[src/design/column_mean_range_scaler_top_assert.svh]
// assertion macros for the column mean range scaler
`ifndef COLUMN_MEAN_RANGE_SCALER_TOP_ASSERT_SVH
`define COLUMN_MEAN_RANGE_SCALER_TOP_ASSERT_SVH
// implication checked on every clock edge outside reset
`define CMRS_ASSERT_IMP(lbl, clk, rst_n, a, b) \
    lbl: assert property (@(posedge clk) disable iff (!rst_n) (a) |-> (b)) \
        else $error("assertion failed");
// next-cycle implication checked outside reset
`define CMRS_ASSERT_NEXT(lbl, clk, rst_n, a, b) \
    lbl: assert property (@(posedge clk) disable iff (!rst_n) (a) |=> (b)) \
        else $error("assertion failed");
`endif

[src/design/cmrs_pkg.sv]
// shared types, constants and state encoding for the column mean range scaler
package cmrs_pkg;
    localparam int MAX_ROWS_DEF = 256;
    localparam int MAX_COLS_DEF = 16;
    localparam int ROW_W = 8;
    localparam int COL_W = 4;
    localparam int SUM_W = 40;
    localparam int CNT_W = 9;

    typedef enum logic [1:0] {
        CMD_CLEAR = 2'd0,
        CMD_LOAD  = 2'd1,
        CMD_READ  = 2'd2,
        CMD_NONE  = 2'd3
    } t_cmd;

    typedef enum logic [1:0] {
        ST_OK   = 2'd0,
        ST_ZERO = 2'd1,
        ST_SAT  = 2'd2
    } t_status;

    localparam logic [31:0] MISSING_MARK = 32'hFFFF_0000;

    typedef struct packed {
        logic [1:0]        cmd;
        logic [ROW_W-1:0]  row_index;
        logic [COL_W-1:0]  col_index;
        logic signed [31:0] value;
    } t_in;

    typedef struct packed {
        logic signed [31:0] scaled_value;
        logic [1:0]         status;
    } t_out;

    typedef enum logic [2:0] {
        S_IDLE,
        S_FETCH,
        S_DIV1,
        S_PREP2,
        S_DIV2,
        S_DONE,
        S_OUT
    } t_state;

    typedef struct packed {
        logic capture;
        logic fetch;
        logic div_start;
        logic prep2;
        logic finish;
    } t_ctrl;

    typedef struct packed {
        logic is_read;
        logic div_done;
        logic skip_div;
    } t_stat;
endpackage

[src/design/cmrs_ctrl.sv]
// controller state machine sequencing loads and the two divisions of a read
module cmrs_ctrl import cmrs_pkg::*; (
    input  logic   i_clk,
    input  logic   i_rst_n,
    input  logic   i_in_valid,
    output logic   o_in_ready,
    output logic   o_out_valid,
    input  logic   i_out_ready,
    input  t_stat  i_stat,
    output t_ctrl  o_ctrl
);
    `include "column_mean_range_scaler_top_assert.svh"
    t_state r_state, n_state;

    always_comb begin
        n_state = r_state;
        case (r_state)
            S_IDLE:  if (i_in_valid) n_state = S_FETCH;
            S_FETCH: n_state = !i_stat.is_read ? S_IDLE :
                               (i_stat.skip_div ? S_DONE : S_DIV1);
            S_DIV1:  if (i_stat.div_done) n_state = S_PREP2;
            S_PREP2: n_state = S_DIV2;
            S_DIV2:  if (i_stat.div_done) n_state = S_DONE;
            S_DONE:  n_state = S_OUT;
            S_OUT:   if (i_out_ready) n_state = S_IDLE;
            default: n_state = S_IDLE;
        endcase
    end

    always_comb begin
        o_ctrl = '0;
        o_in_ready = 1'b0;
        o_out_valid = 1'b0;
        case (r_state)
            S_IDLE: begin
                o_in_ready = 1'b1;
                o_ctrl.capture = i_in_valid;
            end
            S_FETCH: begin
                o_ctrl.fetch = 1'b1;
                o_ctrl.div_start = i_stat.is_read && !i_stat.skip_div;
            end
            S_PREP2: begin
                o_ctrl.prep2 = 1'b1;
                o_ctrl.div_start = 1'b1;
            end
            S_DONE:  o_ctrl.finish = 1'b1;
            S_OUT:   o_out_valid = 1'b1;
            default: o_ctrl = '0;
        endcase
    end

    always_ff @(posedge i_clk) begin
        if (!i_rst_n) r_state <= S_IDLE;
        else r_state <= n_state;
    end

    `CMRS_ASSERT_IMP(a_excl, i_clk, i_rst_n, o_in_ready, !o_out_valid)
    `CMRS_ASSERT_NEXT(a_hold, i_clk, i_rst_n, o_out_valid && !i_out_ready, o_out_valid)
    `CMRS_ASSERT_NEXT(a_cap, i_clk, i_rst_n, o_in_ready && i_in_valid, r_state == S_FETCH)
endmodule

[config.mk]
export PLATFORM = sky130hd
export DESIGN_NAME = cmrs_ctrl
export DESIGN_NICKNAME = d
export VERILOG_FILES = /design/src/design/cmrs_pkg.sv /design/src/design/cmrs_ctrl.sv
export VERILOG_INCLUDE_DIRS = /design/src /design/src/design
export SDC_FILE = /design/constraint.sdc
export NUM_CORES = 1
export LEC_CHECK = 0
export BUFFER_PORTS_ARGS = -buffer_cell sky130_fd_sc_hd__buf_4
export CAP_MARGIN = 20
export CORE_AREA = 3 3 40 42
export DETAILED_ROUTE_END_ITERATION = 10
export DIE_AREA = 0 0 43 45
export PLACE_DENSITY_LB_ADDON = 0.2
export SYNTH_ARGS = -nofsm -noshare
export SYNTH_HDL_FRONTEND = slang
export SYNTH_SLANG_ARGS = --single-unit
[constraint.sdc]
create_clock -name i_clk -period 2.8 [get_ports i_clk]
set_input_delay 0.42 -clock i_clk [delete_from_list [all_inputs] [get_ports i_clk]]
set_output_delay 0.42 -clock i_clk [all_outputs]
set_load 0.005 [all_outputs]
Word-level counts from Yosys, hierarchy flattened
Cells that the tools add are included.
{"block": "op_classes", "n_eq_ne": 10, "mux": 14, "reduce_logical": 4}
{"cell": "3-bit case mux with 7 select lines", "n": 1}
{"cell": "3-bit two-way mux", "n": 6}
{"cell": "3-bit equality test, second input constant", "n": 3}
{"cell": "2-bit inequality test, second input constant", "n": 4}
{"cell": "3-bit by 2-bit equality test with 1-bit output, second input constant", "n": 2}
{"cell": "1-bit two-way mux", "n": 6}
{"cell": "4-bit AND reduction", "n": 1}
{"cell": "3-bit by 1-bit equality test with 1-bit output, second input constant", "n": 1}
{"cell": "3-bit zero test", "n": 1}
{"cell": "1-bit case mux with 2 select lines", "n": 1}
{"cell": "1-bit logical AND", "n": 1}
{"cell": "1-bit zero test", "n": 1}
{"block": "totals", "ff_bits": 3, "input_bits": 7}

Depth between registers and ports, before layout
{"block": "logic_depth", "depth_word": 3, "ltp_mapped": 4, "ltp_nobuf": 3}

Worst setup path after synthesis
No wires, ideal clock.
{"block": "synth_timing", "path_type": "register -> output", "start": "reg r_state[2]", "end": "out o_ctrl[4] (netlist name)", "t_arrival_ps": 856, "required_time_ps": 2380, "setup_slack_ps": 1524, "path_stages_with_launch": 4, "n_path_buf": 1, "cell_sequence": "dfxtp_1 > buf_6 > nor3_1 > and2_1"}
{"item": "start, declared", "line_no": "cmrs_ctrl.sv:13", "text": "t_state r_state, n_state;"}
{"item": "start signal, assigned", "line_no": "cmrs_ctrl.sv:55", "text": "else r_state <= n_state;"}
{"item": "end, declared", "line_no": "cmrs_ctrl.sv:10", "text": "output t_ctrl o_ctrl"}

==> metrics.txt <==
result of the run=finished clean; area added between synthesis and finish=44.6%; Internal Pwr Total=about 120 uW; slowest stage cell on the critical path=dfxtp_1; number of buffers added to fix hold violations after cts=0; Final Critical Period=roughly 1.6 ns; Reg2Reg Launch Point=r_state[2]; clock insertion delay at the later pin of the skew report=0.23 ns; share of the yosys chip area belonging to registers=between 20% and 30%; unique cell type count in the Yosys netlist=18; register clock-pin slew on the reported worst setup and hold paths=around 0.040 ns; H-tree levels=1; start point of the worst hold path=i_rst_n; number of buffers on the longest clock path=2; DP Wirelength=around 460 um; routed wire length=between 600 and 700 um; total buffers and inverters traversed by the critical path=1; total grt overflow=0; max reg flops=3; Total Power=169 uW; number of top-level design ports=14; row cnt=13; unrepaired setup endpoints after global routing=no; Avg Inst Size Synth=~7.7 sq um; Avg WL per Cell=9.92 um; wire length of the first global-routing pass=around 990 um; diode count=0; mapped cell area=around 250 sq um; cell area after layout=365 sq um; Post-DRT Antenna Nets=0; IO Port Bufs=13; endpoint of the worst hold-timing path=r_state[0]; number of standard cells after synthesis=33; number of global-route vias before repair=219; part of the total power dissipated in combinational logic=~23%; Max-Cap Viols=0; Hold/Removal Path Class=primary input to flip-flop; synth warn=0; critical path required time=between 2 and 2.5 ns; worst reg-to-reg setup slack=1.66 ns; Clk network pwr share=between 40% and 50%; cells along the critical path=nor3_1, and2_1, buf_4; Pre-antenna DRT Iters=3; critical path class=flip-flop to output pin; data arrival at the endpoint of the critical path=about 1.2 ns; number of nets in the finished design=55; Worst slew margin=around 76%; maximum number of pins on one net before global-route repair=12; DRC violations left=0; R2R depth=3; final core utilization=~28%; switching fraction of total power=a little over a quarter; CTS sink count=3; biggest registers after layout=r_state x3; final worst-path cycle share=approximately 58%; final estimated routing congestion in global placement=between 0.6 and 0.7; power per cell area=~460 nW/um^2; Placed Instance Area=between 300 and 400 sq um; number of instances on the worst hold path=2; net switching power=roughly 45 uW; post-synthesis sequential element count=3; post-CTS repair timing setup buffer count=0; setup clock skew after layout=~0.0022 ns; via density per instance=4.23; initial DRC count=3; Hold Violations, Final=0; Max FO, Critical Path=11; final-report setup violation count=0; clock tree root buffer cell=clkbuf_4; kind of cell with the highest combined delay on the critical path=flip-flops; leakage power figure=around 0.18 nW; initial antenna violation count=0; CP max stage delay=0.53 ns; Most flops, register=r_state; All-Layer GR Usage=7.24%; overall die area=~1900 sq um; die boundary height=45 um; Die X=43 um; CP startpoint kind=flip-flop; maximum clock frequency=between 0.6 and 0.7 GHz; Core Footprint=1280 sq um; Via Count=262; register share of total power=between 30% and 40%; clock tree from TritonCTS=yes; layout cell share with drive strength beyond 1=between 30% and 40%; total CTS buffers=3; Critical Path End Type=output pin; number of nets in the synthesized netlist=40; actual slew at the worst max-slew pin=0.366 ns; effective utilization at floorplan=about a fifth; count of final max-slew check failures=0; terminus of the critical flop-to-flop path=r_state[0]; aggregate negative setup slack=0 ns; Worst VDD drop=between 0.0002 and 0.00025 V; CTS resizes=0
## synth_stat cells (all sizes together)
cell	count	area share (%)
a21boi	1	3.0
a21o	1	3.0
a21oi	2	4.0
and2	2	4.9
and3	1	2.5
and3b	1	3.5
buf	3	12
dfxtp	3	24
nand2	2	3.0
nor2	5	7.4
nor2b	3	7.4
nor3	3	7.9
nor3b	2	7.9
o211a	1	4.0
o21ai	3	5.9
## how the worst max path moves through the flow
stage | start | end | slack [ns] | cells past startpoint
after detailed placement | i_stat[0] | o_ctrl[2] | 1.33 | 5
after global routing | r_state[2] | o_ctrl[4] | 1.06 | 3
after CTS | r_state[2] | o_ctrl[4] | 1.17 | 3
after global placement | i_stat[0] | o_ctrl[2] | 1.34 | 5
after floorplan | r_state[2] | o_ctrl[4] | 1.52 | 3
final | r_state[2] | o_ctrl[4] | 1.19 | 3
## stage by stage
step	setup WS (ns)	cells	hold WS, ns
6_report	1.19	62	0.449
5_1_grt	1.06	62	0.450
4_1_cts	1.17	62	0.446
3_5_place_dp	1.33	58	0.614
3_3_place_gp	1.34	58	0.623
2_1_floorplan	1.52	33	0.556
## power groups by stage
stage                     registers [mW]  logic (mW)  clock network [mW]
after global routing              0.0558      0.0434              0.0814
after global placement            0.0556      0.0393                   0
after CTS                         0.0547      0.0393              0.0793
final                             0.0547      0.0384              0.0761
after floorplan                   0.0483      0.0286                   0
after detailed placement          0.0553      0.0390                   0
## cells in the final DEF, fill, tap and decap left out, drive strengths merged
| master | synthesis | layout |
|---|---|---|
| nor3b | 2 | 2 |
| a21o | 1 | 1 |
| dfxtp | 3 | 3 |
| and2 | 2 | 2 |
| and3b | 1 | 1 |
| a21boi | 1 | 1 |
| buf | 3 | 13 |
| clkbuf | 0 | 4 |
| a21oi | 2 | 2 |
| o211a | 1 | 1 |
| o21ai | 3 | 3 |
| nand2 | 2 | 2 |
| nor2b | 3 | 3 |
| and3 | 1 | 1 |
| nor2 | 5 | 5 |
| nor3 | 3 | 3 |
## layer usage
layer,global-route usage [%],vias to the layer above,share of wire [%]
met5,0,-,0
met4,1.81,0,0
met3,5.18,0,10
met2,9.58,13,39
met1,9.38,108,51
li1,-,141,-
## cells by family after synthesis
family	share of synthesized area, %
AO/OA/AOI/OAI	19.8
buffers and inverters	11.9
flip-flops	23.8
AND/OR/NAND/NOR	44.6
## area by class of cell
cell class                 instances  area, sq um
fill                             154          920
clock buffer                       4         26.3
multi-input combinational         27          163
tap                               15         18.8
timing repair buffer              13         97.6
sequential                         3         60.1
Power figures use the tool's default switching activity.
